**config.mk**
```make
export PLATFORM = sky130hd
export DESIGN_NAME = onewire_bus_master_core
export DESIGN_NICKNAME = d
export VERILOG_FILES = /design/src/rtl/owbm_pkg.sv /design/src/rtl/onewire_bus_master_core.sv /design/src/rtl/owbm_regs.sv /design/src/rtl/owbm_front.sv /design/src/rtl/owbm_queue.sv /design/src/rtl/owbm_engine.sv
export SDC_FILE = /design/constraint.sdc
export NUM_CORES = 1
export LEC_CHECK = 0
export BUFFER_PORTS_ARGS = -buffer_cell sky130_fd_sc_hd__clkbuf_2
export CAP_MARGIN = 20
export CORE_MARGIN = 4
export CORE_UTILIZATION = 35
export CTS_CLUSTER_SIZE = 12
export DETAILED_ROUTE_END_ITERATION = 10
export PLACE_DENSITY = 0.54
export SYNTH_ARGS = -nofsm -noshare
export SYNTH_HDL_FRONTEND = slang
export SYNTH_SLANG_ARGS = --single-unit
```
**constraint.sdc**
```tcl
create_clock -name clk -period 4.9 [get_ports clk]
set_input_delay 0.735 -clock clk [delete_from_list [all_inputs] [get_ports clk]]
set_output_delay 0.735 -clock clk [all_outputs]
set_load 0.03 [all_outputs]
```
**src/rtl/owbm_pkg.sv**
```systemverilog
// Shared types, codes, constants and the CRC step of the 1-Wire bus master.
package owbm_pkg;

  // Command codes as they arrive on the func field.
  typedef enum logic [2:0] {
    CMD_TICK      = 3'd0,
    CMD_RESET     = 3'd1,
    CMD_WRITE_BIT = 3'd2,
    CMD_READ_BIT  = 3'd3,
    CMD_WRITE_BYTE = 3'd4,
    CMD_READ_BYTE = 3'd5,
    CMD_TRIPLET   = 3'd6,
    CMD_CLEAR_CRC = 3'd7
  } cmd_t;

  // Sequencer phases.
  typedef enum logic [3:0] {
    PH_IDLE  = 4'd0,
    PH_RESET = 4'd1,
    PH_WBIT  = 4'd2,
    PH_RBIT  = 4'd3,
    PH_WBYTE = 4'd4,
    PH_RBYTE = 4'd5,
    PH_TRIPA = 4'd6,
    PH_TRIPB = 4'd7,
    PH_TRIPW = 4'd8
  } phase_t;

  // Configuration register indexes.
  typedef enum logic [2:0] {
    REG_RESET_LOW     = 3'd0,
    REG_PRESENCE_SMP  = 3'd1,
    REG_RESET_TAIL    = 3'd2,
    REG_ONE_LOW       = 3'd3,
    REG_ZERO_LOW      = 3'd4,
    REG_READ_SAMPLE   = 3'd5,
    REG_SLOT          = 3'd6,
    REG_UNUSED        = 3'd7
  } reg_idx_t;

  localparam int          PADDR_W     = 5;
  localparam int          QUEUE_DEPTH = 2;
  localparam int          QPTR_W      = (QUEUE_DEPTH > 1) ? $clog2(QUEUE_DEPTH) : 1;
  localparam logic [11:0] TICK_MAX    = 12'd4095;
  localparam logic [7:0]  CRC_POLY    = 8'h8C;

  localparam logic [9:0]  RESET_LOW_RST    = 10'd480;
  localparam logic [7:0]  PRESENCE_SMP_RST = 8'd70;
  localparam logic [9:0]  RESET_TAIL_RST   = 10'd410;
  localparam logic [5:0]  ONE_LOW_RST      = 6'd6;
  localparam logic [6:0]  ZERO_LOW_RST     = 7'd60;
  localparam logic [6:0]  READ_SAMPLE_RST  = 7'd15;
  localparam logic [6:0]  SLOT_RST         = 7'd70;

  typedef struct packed {
    logic [2:0] func;
    logic [7:0] data_byte;
    logic       line_level;
  } item_t;

  typedef struct packed {
    logic       drive_low;
    logic       busy_res;
    logic       done_res;
    logic       presence;
    logic [7:0] read_data;
    logic       search_bit;
    logic       search_conflict;
    logic       search_none;
    logic [7:0] crc_value;
    logic       crc_zero;
    logic       rejected;
  } result_t;

  // Classified item as it sits in the queue.
  typedef struct packed {
    cmd_t       cmd;
    logic [7:0] data;
    logic       line;
  } q_entry_t;

  // Slot timing points derived from the configuration registers.
  typedef struct packed {
    logic [9:0]  rst_low;
    logic [10:0] rst_sample;
    logic [11:0] rst_end;
    logic [5:0]  one_low;
    logic [6:0]  zero_low;
    logic [6:0]  rd_sample;
    logic [6:0]  rd_end;
    logic [6:0]  wr_end1;
    logic [6:0]  wr_end0;
  } timing_t;

  // One LSB-first step of the Dallas CRC-8.
  function automatic logic [7:0] crc8_feed(input logic [7:0] crc, input logic bit_in);
    logic [7:0] sh;
    sh = {1'b0, crc[7:1]};
    return (crc[0] ^ bit_in) ? (sh ^ CRC_POLY) : sh;
  endfunction

endpackage

```
**src/rtl/onewire_bus_master_core.sv**
```systemverilog
// Top level of the 1-Wire bus master: front end, queue, sequencer and registers.
//
// Usage: items arrive on cmd (func, data_byte, line_level) with cmd_valid and
// cmd_stall; a func of tick advances slot timing by one microsecond, other
// codes start a reset, bit, byte or search triplet sequence, or clear the CRC.
// Every accepted item yields exactly one transfer on res, with res_valid and
// res_stall: line drive, busy, done, presence, read data, search flags, CRC.
// An accepted item is held in a queue entry and then in the sequencer's output
// register before its result appears. Throughput: one item per cycle unless
// res_stall holds a waiting transfer; the sequencer updates its state for one
// item each cycle it pops, and the two-entry queue covers the pop decision.
// Stall: while res_stall holds a waiting transfer, the sequencer stops and
// the queue fills; cmd_stall rises once both queue entries are taken.
// Reset (rst, synchronous): phase idle, counters, CRC and flags cleared,
// queue emptied, timing registers back to their default microsecond values.
// Timing registers must be written over the APB port only while idle; the block does not enforce this.
module onewire_bus_master_core
  import owbm_pkg::*;
(
  input  logic               clk,
  input  logic               rst,
  input  logic               cmd_valid,
  output logic               cmd_stall,
  input  item_t              cmd,
  output logic               res_valid,
  input  logic               res_stall,
  output result_t            res,
  input  logic               psel,
  input  logic               penable,
  input  logic               pwrite,
  input  logic [PADDR_W-1:0] paddr,
  input  logic [31:0]        pwdata,
  output logic [31:0]        prdata,
  output logic               pready
);

  timing_t  timing;
  q_entry_t entry;
  q_entry_t head;
  logic     q_full;
  logic     head_valid;
  logic     pop;

  // Timing registers and the derived slot points.
  owbm_regs u_regs (
    .clk     (clk),
    .rst     (rst),
    .psel    (psel),
    .penable (penable),
    .pwrite  (pwrite),
    .paddr   (paddr),
    .pwdata  (pwdata),
    .prdata  (prdata),
    .pready  (pready),
    .timing  (timing)
  );

  // Classify each item on its way in.
  owbm_front u_front (
    .item  (cmd),
    .entry (entry)
  );

  // Hold incoming items while the sequencer waits on the result side.
  assign cmd_stall = q_full;

  owbm_queue u_queue (
    .clk        (clk),
    .rst        (rst),
    .push       (cmd_valid),
    .push_data  (entry),
    .full       (q_full),
    .pop        (pop),
    .head_valid (head_valid),
    .head       (head)
  );

  // Advance the sequencer one item per free output slot.
  owbm_engine u_engine (
    .clk        (clk),
    .rst        (rst),
    .timing     (timing),
    .head_valid (head_valid),
    .head       (head),
    .pop        (pop),
    .res_valid  (res_valid),
    .res_stall  (res_stall),
    .res        (res)
  );

`ifndef SYNTH
  // The line is never pulled low once the sequence has ended.
  a_idle_released: assert property (@(posedge clk) disable iff (rst)
    res_valid |-> (res.busy_res || !res.drive_low))
    else $error("line driven while idle");

  // A rejected command cannot also finish a sequence.
  a_reject_not_done: assert property (@(posedge clk) disable iff (rst)
    res_valid |-> !(res.done_res && res.rejected))
    else $error("rejected command reported done");

  // No answer on a triplet means nothing chosen and no conflict.
  a_none_clean: assert property (@(posedge clk) disable iff (rst)
    (res_valid && res.search_none) |-> (!res.search_bit && !res.search_conflict))
    else $error("inconsistent search flags");

  // The queue only fills up while the result side is held back.
  a_full_on_stall: assert property (@(posedge clk) disable iff (rst)
    $rose(cmd_stall) |-> $past(res_valid && res_stall))
    else $error("queue filled without output stall");
`endif

endmodule

```
**src/rtl/owbm_regs.sv**
```systemverilog
// Configuration registers behind the APB port and the derived slot timing points.
module owbm_regs
  import owbm_pkg::*;
(
  input  logic               clk,
  input  logic               rst,
  input  logic               psel,
  input  logic               penable,
  input  logic               pwrite,
  input  logic [PADDR_W-1:0] paddr,
  input  logic [31:0]        pwdata,
  output logic [31:0]        prdata,
  output logic               pready,
  output timing_t            timing
);

  logic [9:0] reset_low_time;
  logic [7:0] presence_sample_time;
  logic [9:0] reset_tail_time;
  logic [5:0] one_low_time;
  logic [6:0] zero_low_time;
  logic [6:0] read_sample_time;
  logic [6:0] slot_time;

  reg_idx_t idx;
  logic     wr_en;
  timing_t  timing_next;

  logic [9:0] rlt_eff;
  logic [7:0] pst_eff;
  logic [9:0] rtt_eff;
  logic [5:0] one_eff;
  logic [6:0] zero_eff;
  logic [6:0] rds_eff;
  logic [6:0] slot_eff;

  assign idx    = reg_idx_t'(paddr[4:2]);
  assign wr_en  = psel && penable && pwrite;
  assign pready = 1'b1;

  always_ff @(posedge clk) begin
    if (rst) begin
      reset_low_time       <= RESET_LOW_RST;
      presence_sample_time <= PRESENCE_SMP_RST;
      reset_tail_time      <= RESET_TAIL_RST;
      one_low_time         <= ONE_LOW_RST;
      zero_low_time        <= ZERO_LOW_RST;
      read_sample_time     <= READ_SAMPLE_RST;
      slot_time            <= SLOT_RST;
    end else if (wr_en) begin
      unique case (idx)
        REG_RESET_LOW:    reset_low_time       <= pwdata[9:0];
        REG_PRESENCE_SMP: presence_sample_time <= pwdata[7:0];
        REG_RESET_TAIL:   reset_tail_time      <= pwdata[9:0];
        REG_ONE_LOW:      one_low_time         <= pwdata[5:0];
        REG_ZERO_LOW:     zero_low_time        <= pwdata[6:0];
        REG_READ_SAMPLE:  read_sample_time     <= pwdata[6:0];
        REG_SLOT:         slot_time            <= pwdata[6:0];
        default: ;
      endcase
    end
  end

  always_comb begin
    unique case (idx)
      REG_RESET_LOW:    prdata = {22'd0, reset_low_time};
      REG_PRESENCE_SMP: prdata = {24'd0, presence_sample_time};
      REG_RESET_TAIL:   prdata = {22'd0, reset_tail_time};
      REG_ONE_LOW:      prdata = {26'd0, one_low_time};
      REG_ZERO_LOW:     prdata = {25'd0, zero_low_time};
      REG_READ_SAMPLE:  prdata = {25'd0, read_sample_time};
      REG_SLOT:         prdata = {25'd0, slot_time};
      default:          prdata = 32'd0;
    endcase
  end

  // A zero setting acts as one tick.
  always_comb begin
    rlt_eff  = (reset_low_time == '0)       ? 10'd1 : reset_low_time;
    pst_eff  = (presence_sample_time == '0) ? 8'd1  : presence_sample_time;
    rtt_eff  = (reset_tail_time == '0)      ? 10'd1 : reset_tail_time;
    one_eff  = (one_low_time == '0)         ? 6'd1  : one_low_time;
    zero_eff = (zero_low_time == '0)        ? 7'd1  : zero_low_time;
    rds_eff  = (read_sample_time == '0)     ? 7'd1  : read_sample_time;
    slot_eff = (slot_time == '0)            ? 7'd1  : slot_time;

    timing_next.rst_low    = rlt_eff;
    timing_next.rst_sample = {1'b0, rlt_eff} + {3'd0, pst_eff};
    timing_next.rst_end    = {1'b0, timing_next.rst_sample} + {2'd0, rtt_eff};
    timing_next.one_low    = one_eff;
    timing_next.zero_low   = zero_eff;
    timing_next.rd_sample  = rds_eff;
    timing_next.wr_end1    = (slot_eff > {1'b0, one_eff}) ? slot_eff : {1'b0, one_eff};
    timing_next.wr_end0    = (slot_eff > zero_eff) ? slot_eff : zero_eff;
    timing_next.rd_end     = (timing_next.wr_end1 > rds_eff) ? timing_next.wr_end1 : rds_eff;
  end

  // Registered once per cycle; settings must only change while the master is idle, which the block does not enforce.
  always_ff @(posedge clk) begin
    timing <= timing_next;
  end

endmodule

```
**src/rtl/owbm_front.sv**
```systemverilog
// Front end: classifies an incoming item into a queue entry.
module owbm_front
  import owbm_pkg::*;
(
  input  item_t    item,
  output q_entry_t entry
);

  always_comb begin
    entry.cmd  = cmd_t'(item.func);
    entry.data = item.data_byte;
    // Only ticks sample the line; drop it on commands.
    entry.line = (entry.cmd == CMD_TICK) ? item.line_level : 1'b0;
  end

endmodule

```
**src/rtl/owbm_queue.sv**
```systemverilog
// Short register queue between the front end and the sequencer.
module owbm_queue
  import owbm_pkg::*;
(
  input  logic     clk,
  input  logic     rst,
  input  logic     push,
  input  q_entry_t push_data,
  output logic     full,
  input  logic     pop,
  output logic     head_valid,
  output q_entry_t head
);

  q_entry_t          mem [QUEUE_DEPTH];
  logic [QPTR_W-1:0] wr_ptr;
  logic [QPTR_W-1:0] rd_ptr;
  logic [QPTR_W:0]   count;
  logic              do_push;
  logic              do_pop;

  assign full       = (count == (QPTR_W+1)'(QUEUE_DEPTH));
  assign head_valid = (count != '0);
  assign head       = mem[rd_ptr];
  assign do_push    = push && !full;
  assign do_pop     = pop && head_valid;

  function automatic logic [QPTR_W-1:0] ptr_inc(input logic [QPTR_W-1:0] p);
    return (p == QPTR_W'(QUEUE_DEPTH - 1)) ? '0 : p + 1'b1;
  endfunction

  always_ff @(posedge clk) begin
    if (rst) begin
      wr_ptr <= '0;
      rd_ptr <= '0;
      count  <= '0;
    end else begin
      if (do_push) wr_ptr <= ptr_inc(wr_ptr);
      if (do_pop)  rd_ptr <= ptr_inc(rd_ptr);
      if (do_push && !do_pop)      count <= count + 1'b1;
      else if (do_pop && !do_push) count <= count - 1'b1;
    end
  end

  always_ff @(posedge clk) begin
    if (do_push) mem[wr_ptr] <= push_data;
  end

endmodule

```
**src/rtl/owbm_engine.sv**
```systemverilog
// Back end: slot sequencer, CRC and the registered result.
module owbm_engine
  import owbm_pkg::*;
(
  input  logic     clk,
  input  logic     rst,
  input  timing_t  timing,
  input  logic     head_valid,
  input  q_entry_t head,
  output logic     pop,
  output logic     res_valid,
  input  logic     res_stall,
  output result_t  res
);

  phase_t      phase, phase_next;
  logic [11:0] tick_count, tick_count_next;
  logic [3:0]  bit_index, bit_index_next;
  logic [7:0]  shift_data, shift_data_next;
  logic        presence_flag, presence_flag_next;
  logic [7:0]  crc_reg, crc_reg_next;
  logic [1:0]  triplet_reads, triplet_reads_next;
  logic        slot_bit, slot_bit_next;
  logic [2:0]  search_flags, search_flags_next;

  logic        done, rej, drive;
  logic        ta, tb;
  logic [11:0] t;
  logic [6:0]  wr_end;
  logic [6:0]  low_next;
  result_t     res_next;

  assign pop = head_valid && (!res_valid || !res_stall);

  always_comb begin
    phase_next         = phase;
    tick_count_next    = tick_count;
    bit_index_next     = bit_index;
    shift_data_next    = shift_data;
    presence_flag_next = presence_flag;
    crc_reg_next       = crc_reg;
    triplet_reads_next = triplet_reads;
    slot_bit_next      = slot_bit;
    search_flags_next  = search_flags;
    done   = 1'b0;
    rej    = 1'b0;
    t      = (tick_count < TICK_MAX) ? tick_count + 12'd1 : tick_count;
    wr_end = slot_bit ? timing.wr_end1 : timing.wr_end0;
    ta     = triplet_reads[0];
    tb     = 1'b0;

    if (head.cmd != CMD_TICK) begin
      if (phase != PH_IDLE) begin
        rej = 1'b1;
      end else if (head.cmd == CMD_CLEAR_CRC) begin
        crc_reg_next = '0;
        done         = 1'b1;
      end else begin
        tick_count_next = '0;
        bit_index_next  = '0;
        phase_next      = phase_t'({1'b0, head.cmd});
        unique case (head.cmd)
          CMD_WRITE_BIT: slot_bit_next = head.data[0];
          CMD_WRITE_BYTE: begin
            slot_bit_next   = head.data[0];
            shift_data_next = {1'b0, head.data[7:1]};
          end
          CMD_READ_BYTE: shift_data_next = '0;
          CMD_TRIPLET: begin
            search_flags_next  = '0;
            triplet_reads_next = '0;
          end
          default: ;
        endcase
      end
    end else if (phase != PH_IDLE) begin
      tick_count_next = t;
      unique case (phase)
        PH_RESET: begin
          if (t == {1'b0, timing.rst_sample}) presence_flag_next = !head.line;
          if (t >= timing.rst_end) done = 1'b1;
        end
        PH_RBIT, PH_RBYTE, PH_TRIPA, PH_TRIPB: begin
          if (t == {5'd0, timing.rd_sample}) slot_bit_next = head.line;
          if (t >= {5'd0, timing.rd_end}) begin
            tick_count_next = '0;
            unique case (phase)
              PH_RBIT: begin
                shift_data_next = {7'd0, slot_bit_next};
                crc_reg_next    = crc8_feed(crc_reg, slot_bit_next);
                done            = 1'b1;
              end
              PH_RBYTE: begin
                shift_data_next[bit_index[2:0]] = shift_data[bit_index[2:0]] | slot_bit_next;
                crc_reg_next   = crc8_feed(crc_reg, slot_bit_next);
                bit_index_next = bit_index + 4'd1;
                done           = (bit_index_next >= 4'd8);
              end
              PH_TRIPA: begin
                triplet_reads_next = {1'b0, slot_bit_next};
                phase_next         = PH_TRIPB;
              end
              default: begin
                tb = slot_bit_next;
                triplet_reads_next = {tb, ta};
                if (ta && tb) begin
                  search_flags_next = 3'b100;
                  done              = 1'b1;
                end else begin
                  search_flags_next = {1'b0, !ta && !tb, ta};
                  crc_reg_next      = crc8_feed(crc_reg, ta);
                  slot_bit_next     = ta;
                  phase_next        = PH_TRIPW;
                end
              end
            endcase
          end
        end
        default: begin
          // Write slots: plain bit, byte, or the chosen triplet bit.
          if (t >= {5'd0, wr_end}) begin
            tick_count_next = '0;
            if (phase == PH_WBYTE) begin
              bit_index_next = bit_index + 4'd1;
              if (bit_index_next >= 4'd8) begin
                done = 1'b1;
              end else begin
                slot_bit_next   = shift_data[0];
                shift_data_next = {1'b0, shift_data[7:1]};
              end
            end else begin
              done = 1'b1;
            end
          end
        end
      endcase
      if (done) begin
        phase_next      = PH_IDLE;
        tick_count_next = '0;
      end
    end

    low_next = slot_bit_next ? {1'b0, timing.one_low} : timing.zero_low;
    unique case (phase_next)
      PH_IDLE:  drive = 1'b0;
      PH_RESET: drive = (tick_count_next < {2'd0, timing.rst_low});
      PH_RBIT, PH_RBYTE, PH_TRIPA, PH_TRIPB:
                drive = (tick_count_next < {6'd0, timing.one_low});
      default:  drive = (tick_count_next < {5'd0, low_next});
    endcase

    res_next.drive_low       = drive;
    res_next.busy_res        = (phase_next != PH_IDLE);
    res_next.done_res        = done;
    res_next.presence        = presence_flag_next;
    res_next.read_data       = shift_data_next;
    res_next.search_bit      = search_flags_next[0];
    res_next.search_conflict = search_flags_next[1];
    res_next.search_none     = search_flags_next[2];
    res_next.crc_value       = crc_reg_next;
    res_next.crc_zero        = (crc_reg_next == '0);
    res_next.rejected        = rej;
  end

  always_ff @(posedge clk) begin
    if (rst) begin
      phase         <= PH_IDLE;
      tick_count    <= '0;
      bit_index     <= '0;
      shift_data    <= '0;
      presence_flag <= 1'b0;
      crc_reg       <= '0;
      triplet_reads <= '0;
      slot_bit      <= 1'b0;
      search_flags  <= '0;
      res_valid     <= 1'b0;
    end else begin
      if (pop) begin
        phase         <= phase_next;
        tick_count    <= tick_count_next;
        bit_index     <= bit_index_next;
        shift_data    <= shift_data_next;
        presence_flag <= presence_flag_next;
        crc_reg       <= crc_reg_next;
        triplet_reads <= triplet_reads_next;
        slot_bit      <= slot_bit_next;
        search_flags  <= search_flags_next;
        res_valid     <= 1'b1;
      end else if (!res_stall) begin
        res_valid <= 1'b0;
      end
    end
  end

  always_ff @(posedge clk) begin
    if (pop) res <= res_next;
  end

endmodule
```
Word level (Yosys, flattened, before mapping)
Memory sizes are Yosys's and may differ from the RTL's. A register that Yosys moved wholly into a read port is not among the register bits.
Cells that the tools add are included.
- output and inout bits: 60
- memories: 1
- bits in writable memories: 24
- input port bits: 56
- word-level logic and storage cells: 284
- register bits: 201
- memories (memory ; words ; bits a word ; rd ports ; clocked after Yosys merged registers in ; write ports ; RTL line ; source):
    u_queue.mem ; 2 ; 12 ; 1 ; 1 ; 1 ; owbm_queue.sv:15 ; q_entry_t mem [QUEUE_DEPTH];
- equal/unequal tests: 32
- add/subtract/negate cells: 8
- muxes and demuxes: 130
- bitwise logic cells: 4
- reduce and logical (&&, ||, !) cells: 56
- magnitude comparators: 13
- operator list (cell ; number):
    two-way mux 8 bit ; 18
    two-way mux 12 bit ; 8
    one-hot mux 10 bit (7 select lines) ; 1
    two-way mux 4 bit ; 16
    one-hot mux 8 bit (2 select lines) ; 4
    two-way mux 7 bit ; 8
    two-way mux 1 bit ; 50
    == test 4 x 3 -> 1 bit (second input constant) ; 7
    two-way mux 3 bit ; 9
    >= comparator 12 x 7 -> 1 bit ; 2
    one-hot mux 12 bit (2 select lines) ; 1
    == test 3 bit (second input constant) ; 7
    zero test 7 bit ; 3
    zero test 10 bit ; 2
    two-way mux 10 bit ; 2
    AND reduction 9 bit ; 2
    zero test 8 bit ; 2
    one-hot mux 4 bit (2 select lines) ; 2
    > comparator 7 bit ; 2
    AND reduction 2 bit ; 7
    nonzero test 2 bit ; 7
    adder 11 x 10 -> 12 bit ; 1
    adder 12 x 1 -> 12 bit (second input constant) ; 1
    == test 12 x 11 -> 1 bit ; 1
    44 further kinds ; 80

Logic depth before layout (Yosys ltp)
Gate-level depths: netlist (run 1).
- word-level depth: 20
- depth in mapped cells: 26

Hierarchy
From an unflattened synthesis (run 1), not the netlist that was laid out.
- cells, all modules: 1454
- area, all modules: 13175.1 µm²
- modules (own cells, without submodules) (module ; instances ; cells each ; area each (µm²) ; sequential area each (µm²)):
    owbm_engine ; 1 ; 781 ; 6060.8 ; 1611.5
    owbm_regs ; 1 ; 599 ; 5935.7 ; 2582.5
    owbm_queue ; 1 ; 62 ; 1081.0 ; 820.8
    owbm_front ; 1 ; 12 ; 97.6 ; 0.0

Worst setup path before layout (run 1)
OpenSTA, ideal clock, no wires.
- kind: flip-flop to flip-flop
- from: register u_engine.tick_count[1]
- to: register u_engine.res[24] (netlist name)
- setup slack: -0.174 ns
- arrival time: 4.898 ns
- cell stages (with the launch flop): 23
- path buffers: 1
- path through: dfxtp_1 > ha_1 > and3_1 > buf_2 > nand3_4 > xnor2_1 > ha_1 > nand2b_1 > a2111oi_0 > o31a_1 > maj3_1 > o21ai_0 > o211ai_1 > nand2_1 > nor2_1 > a22o_1 > ha_1 > a21o_1 > a21oi_1 > o2111ai_1 > a2111oi_0 > a31oi_1 > o32ai_1
- elaborated cells on any way between the ends: 54
- those cells by class: 1 x add/sub; 7 x order compare; 6 x eq/ne; 37 x mux; 3 x reduce/logical
- RTL lines (element ; RTL line ; source):
    from (decl) ; owbm_engine.sv:17 ; logic [11:0] tick_count, tick_count_next;
    from (signal assigned) ; owbm_engine.sv:180 ; tick_count <= tick_count_next;
    adder 12 x 1 -> 12 bit / less-than comparator 12 bit (equally long branches) ; owbm_engine.sv:47 ; t = (tick_count < TICK_MAX) ? tick_count + 12'd1 : tick_count;
    two-way mux 12 bit * ; owbm_engine.sv:47 ;
    == test 12 x 7 -> 1 bit ; owbm_engine.sv:84 ; if (t == {5'd0, timing.rd_sample}) slot_bit_next = head.line;
    two-way mux 1 bit ; owbm_engine.sv:84 ;
    two-way mux 1 bit ; owbm_engine.sv:78 ; unique case (phase)
    two-way mux 1 bit ; owbm_engine.sv:76 ; end else if (phase != PH_IDLE) begin
    two-way mux 1 bit ; owbm_engine.sv:52 ; if (head.cmd != CMD_TICK) begin
    logical AND 1 bit ; owbm_engine.sv:106 ; if (ta && tb) begin
    (+5 left out) ; n/a ;
    two-way mux 1 bit ; owbm_engine.sv:52 ;
    two-way mux 12 bit * ; owbm_engine.sv:137 ; if (done) begin
    two-way mux 12 bit * ; owbm_engine.sv:76 ;
    two-way mux 12 bit * ; owbm_engine.sv:52 ;
    net u_engine.tick_count_next[2] ; owbm_engine.sv:17 ;
    less-than comparator 12 x 7 -> 1 bit, or another cell as far along ; owbm_engine.sv:149 ; default: drive = (tick_count_next < {5'd0, low_next});
    one-hot mux 1 bit (3 select lines) * ; owbm_engine.sv:144 ; unique case (phase_next)
    net u_engine.drive ; owbm_engine.sv:26 ; logic done, rej, drive;
Mark *: on every way through the listed nets, which the timed path passes. The rest lies on a longest branch. The select of a mux whose other input is x is not followed.
A chain may end at the register's enable or synchronous reset.

Worst setup path in the final report (run 1)
- from: register u_engine.tick_count[1]
- to: register u_engine.res[24] (netlist name)
- elaborated cells on any way between the ends: 54
- those cells by class: 1 x add/sub; 7 x order compare; 6 x eq/ne; 37 x mux; 3 x reduce/logical
- RTL lines (element ; RTL line):
    adder 12 x 1 -> 12 bit / less-than comparator 12 bit (equally long branches) ; owbm_engine.sv:47
    two-way mux 12 bit * ; owbm_engine.sv:47
    == test 12 x 7 -> 1 bit ; owbm_engine.sv:84
    two-way mux 1 bit ; owbm_engine.sv:84
    two-way mux 1 bit ; owbm_engine.sv:78
    two-way mux 1 bit ; owbm_engine.sv:76
    two-way mux 1 bit ; owbm_engine.sv:52
    logical AND 1 bit ; owbm_engine.sv:106
    (+5 left out) ; n/a
    two-way mux 1 bit ; owbm_engine.sv:52
    two-way mux 12 bit * ; owbm_engine.sv:137
    two-way mux 12 bit * ; owbm_engine.sv:76
    two-way mux 12 bit * ; owbm_engine.sv:52
    net u_engine.tick_count_next[4] ; owbm_engine.sv:17
    less-than comparator 12 x 7 -> 1 bit, or another cell as far along ; owbm_engine.sv:149
    one-hot mux 1 bit (3 select lines) * ; owbm_engine.sv:144
    net u_engine.drive ; owbm_engine.sv:26
Marked as above.

==> qor.csv, run 1 <==
stage;metric;value;unit
outcome;status;finished clean;
synth;netlist_instances;1470;
critical_path;path_class;reg2reg;
synth;yosysSeqAreaShare;38.1;%
timing;min_period;4.73;ns
route;routedWlPerCell;18.1;µm
finish;fin_util;42.4;%
placement;gp_congestion;0.915;
finish;area_growth;18.8;%
cts;htree_levels;1;
finish;largestRegisters;u_regs.timing: 74 flops, u_engine.res: 25 flops, u_queue.mem: 24 flops;
grt;grt_pass1_wl;59800;µm
placement;io_buffers;68;
critical_path;arrival;5.12;ns
synth;synth_seq_cells;226;
timing;tightest_slew;1.07;ns
floorplan;rows;70;
cts;cts_tree;yes;
hold_path;hp-class;in2reg;
floorplan;die_h;202;µm
route;drc;0;
synth;synth.most_common_cell;dfxtp_1;
synth;synthTopCellsByArea;dfxtp_1, edfxtp_1, ha_1;
grt;antenna_found_initial;0;
cts;clockBufferDepth;3;
critical_path;required;5.28;ns
finish;antenna_cells;0;
critical_path;crit_cells;25;
route;routed_wl;38100;µm
synth;synth.top_cell.area_share;26.9;%
critical_path;critical-path-slowest-cell;dfxtp_2;
critical_path;rr_worst_depth;25;
placement;dp_slack;-0.140;ns
hold_path;hold_depth;1;
synth;synth_edf_count;49;
floorplan;coreArea;36900;µm²
critical_path;crit_path_start_kind;flip-flop;
timing;slew_headroom;28.4;%
critical_path;slowest_delay;0.36;ns
timing;finalHoldViolCount;0;
timing;slew_violations;0;
synth;ys_top_cells_by_count;dfxtp_1, nor2_1, nand2_1;
finish;finalNetCount;1723;
cts;insertion_delay;0.55;ns
critical_path;cp_common_cell;buf_4;
synth;synth-main-ff-cell;dfxtp_1;
critical_path;crit_fanout;5;
timing;fin_skew;0.0159;ns
synth;synth.avg_cell_area;8.95;µm²
finish;largest_reg_flops;74;
route;drt_first_pass_iters;5;
timing;setup_violations;0;
cts;path_clk_slew;0.06;ns
cts;cts_sinks;226;
power_and_ir_drop;irDropWorstVdd;0.304;mV
floorplan;fp.dieW;202;µm
synth;synth.distinct_cells;88;
synth;ys_warn_count;0;
floorplan;die_area;40700;µm²
floorplan;num_io_pins;116;
timing;finalWorstSetupSlack;0.166;ns
timing;finalSetupTns;0;ns
placement;dpl-instance-area;14400;µm²
finish;top_register;u_regs.timing;
timing;finalCritPeriodShare;96.6;%
grt;grt_pass1_vias;10800;
synth;synth_area;13200;µm²
placement;hpwlAfterDp;28400;µm
synth;synth.largest_area_cell;dfxtp_1;
grt;grt_max_degree;76;
route;via_per_inst;5.24;
cts;cts_buffers;27;
route;ant_nets;0;
grt;grt.total_usage;18.0;%
power_and_ir_drop;powerDensity;481;nW/µm²
grt;overflow;0;
timing;max_clock_freq;0.211;GHz
job;max_cap_violations;0;
cts;clock_tree.root_cell;clkbuf_16;
finish;drive_gt1_share;21.2;%
finish;design_area;15600;µm²
power_and_ir_drop;leakagePower;6.48;nW
critical_path;critPathTopFamily;compound AO/OA/AOI/OAI gates;
route;vias;11000;
synth;async_reset_ff_share;0;%
critical_path;crit_buf_inv;5;
floorplan;start_util;35.7;%
route;drtIter0Drc;688;
critical_path;end_kind;flip-flop;
[worst paths after layout]
check | start | end | slack (ns)
min | cmd[5] | u_queue.mem[0][5] | 0.37
min reg2reg | u_regs.read_sample_time[3] | u_regs.timing[24] | 0.38
max reg2reg | u_engine.tick_count[1] | u_engine.res[24] | 0.17
max | u_engine.tick_count[1] | u_engine.res[24] | 0.17
[placed cells by master (no fill, tap or decap), drive strengths merged, types with 10 or more instances in the layout]
cell type  count
inv           87
nor4          11
mux2i         66
xor2          16
xnor2         26
mux2          28
edfxtp        49
a21o          20
nor2b         32
a31oi         13
ha            87
buf          132
nand2b        18
o21a          17
nand4         10
nor3          45
nand3         27
a22oi         12
a22o          17
o21ai         48
a211o         24
clkbuf       106
nand2         96
a211oi        18
nor2         158
conb          23
dfxtp        177
a21oi         81
[where the power goes]
part           internal, W  switching, W  total (W)  leakage (nW)
Combinational      0.00122       0.00195    0.00317          4.17
Sequential         0.00226      0.000200    0.00246          1.91
Clock              0.00110      0.000791    0.00189         0.406
[through the flow]
step	std cells	total power, W	hold slack (ns)
6_report	2102	0.00752	0.372
3_3_place_gp	2039	0.00543	0.358
3_5_place_dp	2039	0.00547	0.359
5_1_grt	2102	0.00799	0.349
4_1_cts	2091	0.00742	0.340
2_1_floorplan	1491	0.00450	0.424
[routing by layer]
metal  up-vias  routed length, µm  track usage, %
li1       5433                  -               -
met1      5239              17500            24.2
met2       273              17600            30.0
met3        70               1570            2.53
met4         0               1320            5.91
met5         -                  0               0
[cells by family after synthesis]
family / Yosys count / synth area share [%]
AO/OA/AOI/OAI: 345 / 18.8
other: 2 / 0.0571
AND/OR/NAND/NOR: 444 / 16.6
XOR/XNOR: 42 / 2.80
multiplexers: 95 / 7.62
buffers and inverters: 226 / 7.36
flip-flops: 226 / 38.1
adder cells (fa/ha/maj): 90 / 8.66
[timing repair]
item / CTS / global route
pin swaps: 2 / 23
hold buffers: 0 / 0
gates resized for setup: 9 / 55
setup endpoints to repair: 1 / 1
buffers inserted: 3 / 11
[final cells by class]
type,instances,area (µm²)
Sequential cell,226,5030
Tap cell,504,631
Fill cell,3626,21300
Inverter,85,319
Clock buffer,39,731
Multi-Input combinational cell,1039,7470
Clock inverter,10,105
Timing Repair Buffer,199,1340
No activity file was read; power rests on OpenSTA's default activity.
==> inputs of run 2 (changes only) <==
- MAX_ROUTING_LAYER: not set -> met4
==> qor.csv, run 2 (synthesis results as in run 1) <==
stage;metric;value;unit;change
outcome;status;finished clean;;
timing;max_clock_freq;0.213;GHz;+1.1%
floorplan;die_area;40700;µm²;unchanged
floorplan;num_io_pins;116;;unchanged
timing;slew_violations;0;;unchanged
grt;grt_use_met2;30.3;%;+0.28 points
critical_path;path_class;reg2reg;;
cts;htree_levels;1;;unchanged
job;max_cap_violations;0;;unchanged
route;drt_first_pass_iters;5;;unchanged
power_and_ir_drop;leakagePower;6.51;nW;+0.44%
cts;cts_buffers;27;;unchanged
critical_path;rr_worst_depth;24;;-4.0%
grt;grt_busiest_layer;met2;;
route;routed_wl;37900;µm;-0.49%
finish;final_common_cell;dfxtp_1;;
cts;insertion_delay;0.56;ns;about the same
power_and_ir_drop;powerDensity;486;nW/µm²;+0.99%
route;vias;10900;;-0.64%
critical_path;rrSetupSlack;0.22;ns;+0.05 ns
grt;antenna_found_initial;0;;unchanged
route;via_per_inst;5.21;;-0.60%
placement;gp_congestion;0.922;;+0.71%
cts;cts_tree;yes;;
placement;place_inst;2040;;+0.049%
cts;clock_tree.root_cell;clkbuf_16;;
floorplan;coreArea;36900;µm²;unchanged
finish;antenna_cells;0;;unchanged
finish;finalNetCount;1721;;-0.12%
timing;min_period;4.68;ns;-0.0502 ns
timing;fin_skew;0.0209;ns;+0.00501 ns
timing;rsz0062_at_grt;true;;
hold_path;hold_depth;1;;unchanged
critical_path;r2r-start;u_engine.tick_count[4];;
floorplan;rows;70;;unchanged
critical_path;rr_endpoint;u_engine.res[24];;
timing;holdWs;0.363;ns;-0.00870 ns
grt;grt.total_usage;18.6;%;+0.57 points
critical_path;crit_fanout;5;;unchanged
timing;finalSetupTns;0;ns;unchanged
placement;io_buffers;68;;unchanged
hold_path;hp-class;in2reg;;
cts;cts_sinks;226;;unchanged
critical_path;end_kind;flip-flop;;
critical_path;crit_path_start_kind;flip-flop;;
critical_path;arrival;5.07;ns;-0.05 ns
timing;finalCritPeriodShare;95.6;%;-1.0 points
hold_path;min-delay-start;cmd[5];;
floorplan;die_h;202;µm;unchanged
finish;largest_reg_flops;74;;unchanged
power_and_ir_drop;finalPower;0.00761;W;+1.3%
route;routedWlPerCell;18.0;µm;-0.44%
finish;drive_gt1_share;21.5;%;+0.33 points
grt;grt_max_degree;75;;-1.3%
finish;area_growth;19.2;%;
timing;finalHoldViolCount;0;;unchanged
cts;path_clk_slew;0.06;ns;about the same
power_and_ir_drop;irDropWorstVdd;0.291;mV;-4.3%
grt;grt_pass1_wl;59700;µm;-0.17%
finish;top_register;u_regs.timing;;
finish;final_cell_mix;dfxtp_1, nor2_1, buf_4;;
route;drc;0;;unchanged
route;drtIter0Drc;739;;+7.4%
floorplan;start_util;35.7;%;unchanged
grt;use_met3;2.45;%;-0.080 points
timing;setup_violations;0;;unchanged
timing;tightest_slew;1.03;ns;-0.0411 ns
placement;hpwlAfterDp;28400;µm;about the same
floorplan;fp.dieW;202;µm;unchanged
hold_path;hold_end;u_queue.mem[0][5];;
cts;clockBufferDepth;3;;unchanged
grt;overflow;0;;unchanged
timing;slew_headroom;31.2;%;+2.8 points
grt;gr-usage-met1;24.4;%;+0.10 points
finish;post_layout_nonfiller_instances;2101;;-0.048%
grt;grt_pass1_vias;10600;;-1.1%
critical_path;required;5.29;ns;about the same
route;ant_nets;0;;unchanged
cts;cts-hold-fix-buffers;0;;unchanged
finish;largestRegisters;u_regs.timing: 74 flops, u_engine.res: 25 flops, u_queue.mem: 24 flops;;
==> run 2: cell count changes in the layout (fill, tap and decap cells not counted), sizes merged <==
cell      delta
buf          -2
clkinvlp     +2
clkbuf       -5
bufinv       +2
clkinv       +2
==> run 2: per-layer routing <==
layer	vias to the layer above	share of wire, %
li1	5428	-
met5	-	0
met2	243	47
met1	5203	46
met4	0	3.1
met3	70	4.0
==> run 2: layout make-up <==
type	instances	area [µm²]
fillers	3642	21200
multi-input cells	1039	7470
flip-flops and latches	226	5030
repair buffers	197	1340
clock buffers	34	712
well taps	504	631
inverters	85	319
clock inverters	16	165
==> run 2: timing repair <==
action                                  4_1_cts  5_1_grt
cloned                                        0        0
resized for setup                            12       59
endpoints found under the setup margin        1        4
buffers inserted                              2        9
pin swaps                                     2       17
==> run 2: worst max path at each step <==
stage	depth (start not counted)	start	to	slack [ns]
after floorplan	24	u_engine.tick_count[1]	u_engine.res[24]	0.02
after global placement	24	u_engine.tick_count[0]	u_engine.res[24]	-0.08
after detailed placement	24	u_engine.tick_count[0]	u_engine.res[24]	-0.10
after CTS	26	u_engine.tick_count[0]	u_engine.res[24]	0.03
after global routing	25	u_engine.tick_count[0]	u_engine.res[24]	-0.11
final	24	u_engine.tick_count[4]	u_engine.res[24]	0.22
==> run 2: report_power, final <==
group | switching [W] | total [W] | internal [W]
Clock | 0.000808 | 0.00199 | 0.00119
Sequential | 0.000199 | 0.00246 | 0.00226
Combinational | 0.00193 | 0.00316 | 0.00123
Total | 0.00294 | 0.00761 | 0.00467
==> run 2: critical path, cell delays in order, from the launching register on <==
cell      delay, ns
dfxtp_2        0.37
and4_4         0.31
buf_4          0.15
nand4_1        0.14
xor2_2         0.25
nand2_2        0.09
ha_1           0.29
and4_1         0.20
a21o_1         0.18
o31ai_2        0.20
buf_4          0.16
o21ai_1        0.08
o211ai_1       0.22
nand2_1        0.14
nor2_4         0.20
buf_6          0.15
a22o_4         0.15
ha_1           0.26
a21oi_2        0.13
nor2b_1        0.06
o21ai_1        0.12
nand2b_1       0.08
a311oi_2       0.28
a31oi_1        0.15
o32ai_2        0.15
==> run 2: through the flow <==
step | util (%) | worst slack (ns) | cell area (µm²)
global route | 42.5 | -0.105 | 15700
floorplan | - | 0.0154 | 13200
detailed placement | 39.2 | -0.101 | 14500
global placement | 39.2 | -0.0822 | 14500
CTS | 41.7 | 0.0286 | 15400
finish | 42.5 | 0.216 | 15700
